### config.mk
export PLATFORM = sky130hd
export DESIGN_NAME = time_ordered_event_queue_top
export DESIGN_NICKNAME = d
export VERILOG_FILES = /design/src/rtl/teq_pkg.sv /design/src/rtl/time_ordered_event_queue_top.sv
export SDC_FILE = /design/constraint.sdc
export NUM_CORES = 1
export LEC_CHECK = 0
export ABC_CLOCK_PERIOD_IN_PS = 9270
export BUFFER_PORTS_ARGS = -buffer_cell sky130_fd_sc_hd__buf_4
export CAP_MARGIN = 0
export CORE_MARGIN = 5
export CORE_UTILIZATION = 55
export CTS_CLUSTER_DIAMETER = 150
export DETAILED_ROUTE_END_ITERATION = 10
export PLACE_DENSITY = 0.8
export SLEW_MARGIN = 15
export SYNTH_ARGS = -nofsm -noshare
export SYNTH_HDL_FRONTEND = slang
export SYNTH_SLANG_ARGS = --single-unit
### constraint.sdc
create_clock -name i_clk -period 9.27 [get_ports i_clk]
set_input_delay 1.854 -clock i_clk [delete_from_list [all_inputs] [get_ports i_clk]]
set_output_delay 1.854 -clock i_clk [all_outputs]
set_load 0.05 [all_outputs]
### src/rtl/teq_pkg.sv
`default_nettype none

package teq_pkg;

    localparam int KIND_W      = 8;
    localparam int TIME_W      = 32;
    localparam int STATUS_W    = 3;

    // Most events one process request may release.
    localparam int MAX_RESULTS = 16;
    localparam int NRES_W      = $clog2(MAX_RESULTS + 1);

    // Operation codes.
    localparam logic OP_CREATE  = 1'b0;
    localparam logic OP_PROCESS = 1'b1;

    // Result status codes.
    localparam logic [STATUS_W-1:0] ST_ACCEPTED = 3'd0;
    localparam logic [STATUS_W-1:0] ST_FULL     = 3'd1;
    localparam logic [STATUS_W-1:0] ST_DUE      = 3'd2;
    localparam logic [STATUS_W-1:0] ST_NOTHING  = 3'd3;
    localparam logic [STATUS_W-1:0] ST_UNKNOWN  = 3'd4;

    // Highest event type with a defined meaning (do nothing, change consumption).
    localparam logic [KIND_W-1:0] KIND_LAST_KNOWN = 8'd1;

    typedef struct packed {
        logic [KIND_W-1:0] kind;
        logic [TIME_W-1:0] due;
    } t_entry;

endpackage

`default_nettype wire

### src/rtl/time_ordered_event_queue_top.sv
`default_nettype none

// Channel   | Direction | Handshake          | Payload
// ----------+-----------+--------------------+----------------------------------------------
// request   | in        | i_valid / o_ready  | i_operation, i_event_kind, i_due_time,
//           |           |                    | i_current_time
// result    | out       | o_valid / i_ready  | o_status, o_out_kind, o_out_time, o_last
//
// Events sit in a circular buffer (one write port, one registered read port), kept
// sorted by due time from r_head onward. A single time comparator serves both ops.
// Create: each queued event that must move up one slot costs a read state and a compare
//   state (S_INS_RD, S_INS_CMP); a full queue answers without a search. The one memory
//   port forces the read and the compare of each step into separate states.
// Process: each released event passes through S_POP_RD and S_POP_CMP; each result is held back one
//   step so its last flag is known before it is shown.
// Reset (i_rst_n low at a clock edge) empties the queue; memory contents are not cleared.
// A stalled result (o_valid high, i_ready low) holds the sequencer; new requests are
// taken only when the sequencer is idle, even while the last result still waits.

module time_ordered_event_queue_top #(
    parameter int QUEUE_DEPTH = 16
) (
    input  logic                          i_clk,
    input  logic                          i_rst_n,
    input  logic                          i_valid,
    output logic                          o_ready,
    input  logic                          i_operation,
    input  logic [teq_pkg::KIND_W-1:0]    i_event_kind,
    input  logic [teq_pkg::TIME_W-1:0]    i_due_time,
    input  logic [teq_pkg::TIME_W-1:0]    i_current_time,
    output logic                          o_valid,
    input  logic                          i_ready,
    output logic [teq_pkg::STATUS_W-1:0]  o_status,
    output logic [teq_pkg::KIND_W-1:0]    o_out_kind,
    output logic [teq_pkg::TIME_W-1:0]    o_out_time,
    output logic                          o_last
);
    import teq_pkg::*;

    localparam int IDX_W = $clog2(QUEUE_DEPTH);
    localparam int CNT_W = $clog2(QUEUE_DEPTH + 1);
    localparam logic [IDX_W-1:0] LAST_IDX = IDX_W'(QUEUE_DEPTH - 1);
    localparam logic [CNT_W-1:0] FULL_CNT = CNT_W'(QUEUE_DEPTH);
    localparam logic [IDX_W:0]   DEPTH_X  = (IDX_W + 1)'(QUEUE_DEPTH);

    typedef enum logic [2:0] {
        S_IDLE,
        S_INS_RD,
        S_INS_CMP,
        S_INS_PUT,
        S_POP_RD,
        S_POP_CMP,
        S_EMIT
    } t_state;

    function automatic logic [IDX_W-1:0] idx_inc(input logic [IDX_W-1:0] p);
        idx_inc = (p == LAST_IDX) ? '0 : p + 1'b1;
    endfunction

    function automatic logic [IDX_W-1:0] idx_dec(input logic [IDX_W-1:0] p);
        idx_dec = (p == '0) ? LAST_IDX : p - 1'b1;
    endfunction

    function automatic logic [STATUS_W-1:0] kind_status(input logic [KIND_W-1:0] k);
        kind_status = (k <= KIND_LAST_KNOWN) ? ST_DUE : ST_UNKNOWN;
    endfunction

    // Event store
    t_entry mem [QUEUE_DEPTH];
    t_entry r_rd_data;

    // Sequencer and queue control
    t_state                r_state,      n_state;
    logic [IDX_W-1:0]      r_head,       n_head;
    logic [CNT_W-1:0]      r_count,      n_count;
    logic [IDX_W-1:0]      r_pos,        n_pos;      // slot being read
    logic [IDX_W-1:0]      r_wslot,      n_wslot;    // free slot during insertion
    logic [CNT_W-1:0]      r_steps,      n_steps;    // entries left to compare
    logic [NRES_W-1:0]     r_nres,       n_nres;     // events released so far
    logic                  r_have,       n_have;     // a released event waits in r_pend

    // Payload holding
    logic [TIME_W-1:0]     r_key,        n_key;      // due time or present time
    logic [KIND_W-1:0]     r_kind,       n_kind;
    t_entry                r_pend,       n_pend;
    logic [STATUS_W-1:0]   r_p_status,   n_p_status;

    // Result register
    logic                  r_out_valid,  n_out_valid;
    logic [STATUS_W-1:0]   r_out_status, n_out_status;
    logic [KIND_W-1:0]     r_out_kind,   n_out_kind;
    logic [TIME_W-1:0]     r_out_time,   n_out_time;
    logic                  r_out_last,   n_out_last;

    logic                  wr_en;
    logic [IDX_W-1:0]      wr_addr;
    t_entry                wr_data;

    logic [IDX_W:0]        tail_sum;
    logic [IDX_W:0]        tail_wrap;
    logic [IDX_W-1:0]      tail;
    logic                  le_key;
    logic                  due;
    logic                  out_free;
    logic                  accept;

    // Slot just past the latest-due event.
    assign tail_sum  = {1'b0, r_head} + (IDX_W + 1)'(r_count);
    assign tail_wrap = (tail_sum >= DEPTH_X) ? tail_sum - DEPTH_X : tail_sum;
    assign tail      = tail_wrap[IDX_W-1:0];

    // The shared comparator: stored due time against the key.
    assign le_key   = (r_rd_data.due <= r_key);
    assign due      = (r_count != '0) && (r_nres < NRES_W'(MAX_RESULTS)) && le_key;
    assign out_free = !r_out_valid || i_ready;
    assign accept   = i_valid && (r_state == S_IDLE);

    always_comb begin
        n_state      = r_state;
        n_head       = r_head;
        n_count      = r_count;
        n_pos        = r_pos;
        n_wslot      = r_wslot;
        n_steps      = r_steps;
        n_nres       = r_nres;
        n_have       = r_have;
        n_key        = r_key;
        n_kind       = r_kind;
        n_pend       = r_pend;
        n_p_status   = r_p_status;
        n_out_valid  = r_out_valid && !i_ready;
        n_out_status = r_out_status;
        n_out_kind   = r_out_kind;
        n_out_time   = r_out_time;
        n_out_last   = r_out_last;
        wr_en        = 1'b0;
        wr_addr      = r_wslot;
        wr_data      = '{kind: r_kind, due: r_key};

        unique case (r_state)
            S_IDLE: begin
                if (accept) begin
                    if (i_operation == OP_CREATE) begin
                        n_key  = i_due_time;
                        n_kind = i_event_kind;
                        if (r_count == FULL_CNT) begin
                            n_p_status = ST_FULL;
                            n_state    = S_EMIT;
                        end else begin
                            n_wslot = tail;
                            n_steps = r_count;
                            if (r_count == '0) begin
                                n_state = S_INS_PUT;
                            end else begin
                                n_pos   = idx_dec(tail);
                                n_state = S_INS_RD;
                            end
                        end
                    end else begin
                        n_key  = i_current_time;
                        n_pos  = r_head;
                        n_nres = '0;
                        n_have = 1'b0;
                        if (r_count == '0) begin
                            n_p_status = ST_NOTHING;
                            n_state    = S_EMIT;
                        end else begin
                            n_state = S_POP_RD;
                        end
                    end
                end
            end

            S_INS_RD: begin
                n_state = S_INS_CMP;
            end

            S_INS_CMP: begin
                wr_en = 1'b1;
                if (!le_key) begin
                    // Later event: move it up one slot and keep searching.
                    wr_data = r_rd_data;
                    n_wslot = r_pos;
                    n_steps = r_steps - 1'b1;
                    if (r_steps == CNT_W'(1)) begin
                        n_state = S_INS_PUT;
                    end else begin
                        n_pos   = idx_dec(r_pos);
                        n_state = S_INS_RD;
                    end
                end else begin
                    // Equal or earlier: the new event lands just behind it.
                    n_count    = r_count + 1'b1;
                    n_p_status = ST_ACCEPTED;
                    n_state    = S_EMIT;
                end
            end

            S_INS_PUT: begin
                wr_en      = 1'b1;
                n_count    = r_count + 1'b1;
                n_p_status = ST_ACCEPTED;
                n_state    = S_EMIT;
            end

            S_POP_RD: begin
                n_state = S_POP_CMP;
            end

            S_POP_CMP: begin
                if (!r_have || out_free) begin
                    if (r_have) begin
                        n_out_valid  = 1'b1;
                        n_out_status = kind_status(r_pend.kind);
                        n_out_kind   = r_pend.kind;
                        n_out_time   = r_pend.due;
                        n_out_last   = !due;
                    end
                    if (due) begin
                        // Take the head event and look at the next one.
                        n_pend  = r_rd_data;
                        n_have  = 1'b1;
                        n_head  = idx_inc(r_head);
                        n_pos   = idx_inc(r_head);
                        n_count = r_count - 1'b1;
                        n_nres  = r_nres + 1'b1;
                        n_state = S_POP_RD;
                    end else if (r_have) begin
                        n_have  = 1'b0;
                        n_state = S_IDLE;
                    end else begin
                        n_p_status = ST_NOTHING;
                        n_state    = S_EMIT;
                    end
                end
            end

            S_EMIT: begin
                if (out_free) begin
                    n_out_valid  = 1'b1;
                    n_out_status = r_p_status;
                    n_out_kind   = '0;
                    n_out_time   = '0;
                    n_out_last   = 1'b1;
                    n_state      = S_IDLE;
                end
            end

            default: begin
                n_state = S_IDLE;
            end
        endcase
    end

    always_ff @(posedge i_clk) begin
        if (!i_rst_n) begin
            r_state     <= S_IDLE;
            r_head      <= '0;
            r_count     <= '0;
            r_have      <= 1'b0;
            r_out_valid <= 1'b0;
        end else begin
            r_state     <= n_state;
            r_head      <= n_head;
            r_count     <= n_count;
            r_have      <= n_have;
            r_out_valid <= n_out_valid;
        end
        r_pos        <= n_pos;
        r_wslot      <= n_wslot;
        r_steps      <= n_steps;
        r_nres       <= n_nres;
        r_key        <= n_key;
        r_kind       <= n_kind;
        r_pend       <= n_pend;
        r_p_status   <= n_p_status;
        r_out_status <= n_out_status;
        r_out_kind   <= n_out_kind;
        r_out_time   <= n_out_time;
        r_out_last   <= n_out_last;
    end

    // One write port, one registered read port.
    always_ff @(posedge i_clk) begin
        if (wr_en) begin
            mem[wr_addr] <= wr_data;
        end
        r_rd_data <= mem[r_pos];
    end

    assign o_ready    = (r_state == S_IDLE);
    assign o_valid    = r_out_valid;
    assign o_status   = r_out_status;
    assign o_out_kind = r_out_kind;
    assign o_out_time = r_out_time;
    assign o_last     = r_out_last;

endmodule

`default_nettype wire

# == After elaboration in Yosys (flattened, before gate mapping) ==
# Memory sizes are Yosys's and may differ from the RTL's. A register that Yosys moved wholly into a read port is not among the register bits.
# Index checks and enable logic that the tools add are counted.
# word_totals
output_inout_bits,46
mem_bits_rw,640
ff_bits,159
inputBits,77
memories,1
# op_classes
add_sub_neg,9
magnitude_cmp,4
muxes,85
eq_ne,26
reduce_logical,33
bitwise,1
# memory_table
name,words,width,rd,rd_ports_with_merged_regs,wr,line_no,text
mem,16,40,1,1,1,time_ordered_event_queue_top.sv:69,t_entry mem [QUEUE_DEPTH];
# op_table
op,n
32-bit 2-to-1 mux,4
40-bit 2-to-1 mux,2
4-bit 2-to-1 mux,16
32-bit one-hot mux with 2 select lines,1
3-bit 2-to-1 mux,20
5-bit 2-to-1 mux,11
32-bit <= comparator,1
8-bit 2-to-1 mux,3
2-bit inequality test (second input constant),11
3-bit one-hot mux with 7 select lines,1
5-bit one-hot mux with 2 select lines,2
8-bit one-hot mux with 2 select lines,1
8-bit AND reduction,2
5-bit one-hot mux with 3 select lines,1
1-bit 2-to-1 mux,13
3-bit one-hot mux with 4 select lines,1
4-bit one-hot mux with 3 select lines,1
4-bit AND reduction,3
4-bit by 1-bit subtractor with 4-bit output (second input constant),3
5-bit by 1-bit adder with 5-bit output (second input constant),2
5-bit AND reduction,2
5-bit by 1-bit subtractor with 5-bit output (second input constant),2
3-bit equality test (second input constant),3
3-bit AND reduction,3
other kinds (31),49

# == Depth between registers and ports, before layout ==
# logic_depth
ltp_word,10
mapped_depth,10
depth_no_buf,9

# == Worst setup path before layout ==
# Ideal clock, no wire load.
# synth_timing
kind,register to register
from,reg r_state[1]
to,"mem mem[0][0] (netlist bit), enable pin"
stages_incl_launch_ff,6
arrival_time_ns,3.982
setup_ns,0.487
setup_slack_ns,4.802
path_cell_list,dfxtp_1 > buf_2 > and2b_1 > clkinv_1 > or3_1 > nor3_1
# synth_between
elab_chain_len,5
elab_cells_between_ends,6
# synth_lines
item,line_no,text
start: declaration,time_ordered_event_queue_top.sv:73,"t_state r_state, n_state;"
start signal: assignment,time_ordered_event_queue_top.sv:263,r_state <= n_state;
3-bit by 2-bit equality test with 1-bit output,time_ordered_event_queue_top.sv:140,unique case (r_state)
2-bit OR reduction (no source line) (*),--,
1-bit 2-to-1 mux (*),time_ordered_event_queue_top.sv:140,
1-bit 2-to-1 mux (*),time_ordered_event_queue_top.sv:285,if (wr_en) begin
1-bit 2-to-1 mux (implied by the code) (*),time_ordered_event_queue_top.sv:286,mem[wr_addr] <= wr_data;
end: declaration,time_ordered_event_queue_top.sv:69,
# Every way passes the cells marked *; elsewhere a longest branch is shown, timed or not.

==> metrics <==
cell family with most CP delay compound AO/OA/AOI/OAI gates; CP Cell Sequence inv_1 -> ha_1 -> nand4_1 -> a2111oi_2 -> o311ai_4 -> a21oi_4 -> buf_4 -> nand2_1 -> o21ai_1; Max Cap Violations 0; Final HPWL DP 40.8 mm; hold_buf cts 0; Overflow after GRT 0; Hold/Removal Path Class flip-flop to flip-flop; GR Util met1 32.1%; PortBufs 122; nets@finish 1931; met2 Resource Use GR 39.6%; Die H 254 microns; Worst EP arrival ~4.6 ns; total power approximately 12 mW; Seq cells post-synth roughly 840; Rows 89; # diodes 0; global-route wire length before repair between 100 and 150 mm; Synth-to-Final Area Change 14.6%; initial DRC count around 2000; Num CTS Buffers between 70 and 80; setup bufs post-CTS 0; post-cts resize count 0; status completed; fin crit share between 40% and 50%; initial antenna violation count 3; largest net degree at the start of global routing just over 70; clock root cell clkbuf_16; ys flop type edfxtp_1; P per Cell Area 309 mW/mm^2; Buf/Inv on CP 2; Rel. slew slack 21.8%; Final GP Congestion ~0.85; GRT Total Usage 24.0%; Reg clk slew, reported paths approximately 0.070 ns; Vias roughly 17000; Cell Area, Synth about 0.033 sq mm; placed insts between 2000 and 2500; core area roughly 0.06 sq mm; TritonCTS clock tree yes; Seq/Total Area, Yosys 75.1%; FMAX around 230 MHz; GR peak layer met2; unrepaired setup endpoints after global routing false; wirelength, routed between 70 and 80 mm; Vias/cell ~6.3; fillers ~3700; DRT Pass-1 Iters 8; min Tclk post-route 4.29 ns; met3 global-route usage 4.90%; P_leak 12.5 nW; I/O pin total approximately 120; share of layout cells above drive strength 1 between 30% and 40%; worst vdd ir between 200 and 250 uV; Post-synth EDFFs ~780; Worst setup EP type flip-flop; Syn. warnings 0; clock buffer depth 3; Worst Path Max Fanout 40; antenna viol nets, final 0; Final Hold Viols 0; ys async rst share 0%; Final Slew Violations 0; # H-tree levels 3; Tightest Pin Transition approximately 1.2 ns; Crit path largest cell delay around 0.79 ns; die outline area 0.0646 sq mm; pre-CTS setup slack 4.92 ns; clock sinks approximately 840; post-route insts no fill 2646; Setup TNS Final 0 ns; worst skew pair latency around 0.63 ns; WL/cell 29.0 microns; Post-Syn Area per Cell 20.2 sq um; PnR worst setup slack 4.98 ns; worst path required time 9.56 ns; Die W between 200 and 300 microns; synthesized instance count 1626; endpoints failing setup 0; Crit Path Class flip-flop to flip-flop; Setup crit start kind flip-flop; Starting Density a little under three fifths; Worst path slowest cell a21oi_4; Unique masters post-synth a little over 60; vias in the first global route around 17000; Post-route DRC 0; Syn Nets 1750; clock skew between 0.015 and 0.02 ns
==> placed cells by master (no fill, tap or decap), types with 9 or more instances in the layout <==
cell type	Yosys	routed
edfxtp_1	784	784
mux4_2	200	200
buf_4	0	173
nand2_1	106	106
clkbuf_16	0	80
dfxtp_1	54	54
inv_1	46	46
ha_1	45	45
and2_1	45	44
mux2_2	32	32
o21ai_0	48	28
a21oi_1	26	26
nor2_1	35	22
o21ai_1	1	21
clkinv_2	0	17
xnor2_1	13	13
nor2_4	0	13
clkbuf_1	45	12
clkinv_1	2	11
clkbuf_8	0	9
bufinv_16	0	9
==> stage by stage <==
stage | area [sq um] | hold slack (ns) | utilization [%]
4_1_cts | 37500 | 0.429 | 63.6
3_3_place_gp | 34800 | 0.423 | 59.0
6_report | 37600 | 0.444 | 63.7
2_1_floorplan | 32800 | 0.408 | -
5_1_grt | 37600 | 0.451 | 63.7
3_5_place_dp | 34800 | 0.413 | 59.0
==> registers in the layout, summed over array words and instances, names as in the netlist, 2 cells and up <==
register    cells
mem           640
o_out_kind      8
o_out_time     32
o_status        3
r_count         5
r_head          4
r_key          32
r_kind          8
r_nres          5
r_p_status      2
r_pend         40
r_pos           4
r_rd_data      40
r_state         3
r_steps         5
r_wslot         4
==> synthesized netlist by cell type (3+ instances only) <==
| cell type | number | area [sq um] |
|---|---|---|
| nor3_1 | 8 | 40.0 |
| and2_1 | 45 | 282 |
| ha_1 | 45 | 563 |
| a221o_1 | 4 | 40.0 |
| buf_1 | 21 | 78.8 |
| a221oi_1 | 4 | 35.0 |
| mux4_2 | 200 | 4500 |
| nand3_1 | 8 | 40.0 |
| o31ai_1 | 4 | 30.0 |
| inv_1 | 46 | 173 |
| nor2b_1 | 3 | 18.8 |
| mux2i_1 | 7 | 70.1 |
| mux2_2 | 32 | 360 |
| dfxtp_1 | 54 | 1080 |
| edfxtp_1 | 784 | 23500 |
| nand2b_1 | 6 | 37.5 |
| o21a_1 | 3 | 22.5 |
| xnor2_1 | 13 | 114 |
| a21o_1 | 5 | 37.5 |
| nand2_1 | 106 | 398 |
| nor2_1 | 35 | 131 |
| buf_2 | 7 | 35.0 |
| clkbuf_1 | 45 | 169 |
| and3_1 | 3 | 18.8 |
| or3_1 | 3 | 18.8 |
| o21ai_0 | 48 | 240 |
| o211ai_1 | 3 | 22.5 |
| nor4_1 | 3 | 18.8 |
| nand4_1 | 8 | 50.1 |
| a21oi_2 | 4 | 35.0 |
| xor2_1 | 5 | 43.8 |
| a21oi_1 | 26 | 130 |
==> worst paths after layout <==
kind	from	slack, ns	cells after the start	endpoint
setup / recovery	r_key[15]	4.98	9	mem[11][21]
hold / removal	r_rd_data[38]	0.44	0	r_pend[38]
setup reg to reg	r_key[15]	4.98	9	mem[11][21]
hold reg to reg	r_rd_data[38]	0.44	0	r_pend[38]
==> where the power goes <==
group | internal (mW) | switching (mW)
Sequential | 4.96 | 0.195
Clock | 1.92 | 1.39
Combinational | 1.32 | 1.83
Total | 8.20 | 3.41
==> cell families after synthesis <==
kind of cell             share of synthesized area (%)
flip-flops                                        75.1
AND/OR/NAND/NOR                                   3.67
multiplexers                                      15.1
AO/OA/AOI/OAI                                     2.39
buffers and inverters                             1.41
adder cells (fa/ha/maj)                           1.84
XOR/XNOR                                         0.481
==> per-layer routing <==
layer | vias up | share of wire (%)
li1 | 6937 | -
met1 | 8641 | 37
met2 | 984 | 49
met3 | 214 | 9.7
met4 | 0 | 4.2
met5 | - | 0
==> area by class of cell <==
cell class | count | area [sq um] | share of cell area [%]
clock buffer | 101 | 2170 | 5.78
clock inverter | 46 | 510 | 1.36
inverter | 48 | 180 | 0.480
multi-input combinational | 667 | 7820 | 20.8
sequential | 838 | 24600 | 65.5
tap | 773 | 967 | 2.57
timing repair buffer | 173 | 1300 | 3.46
Power figures use the tool's default switching activity.
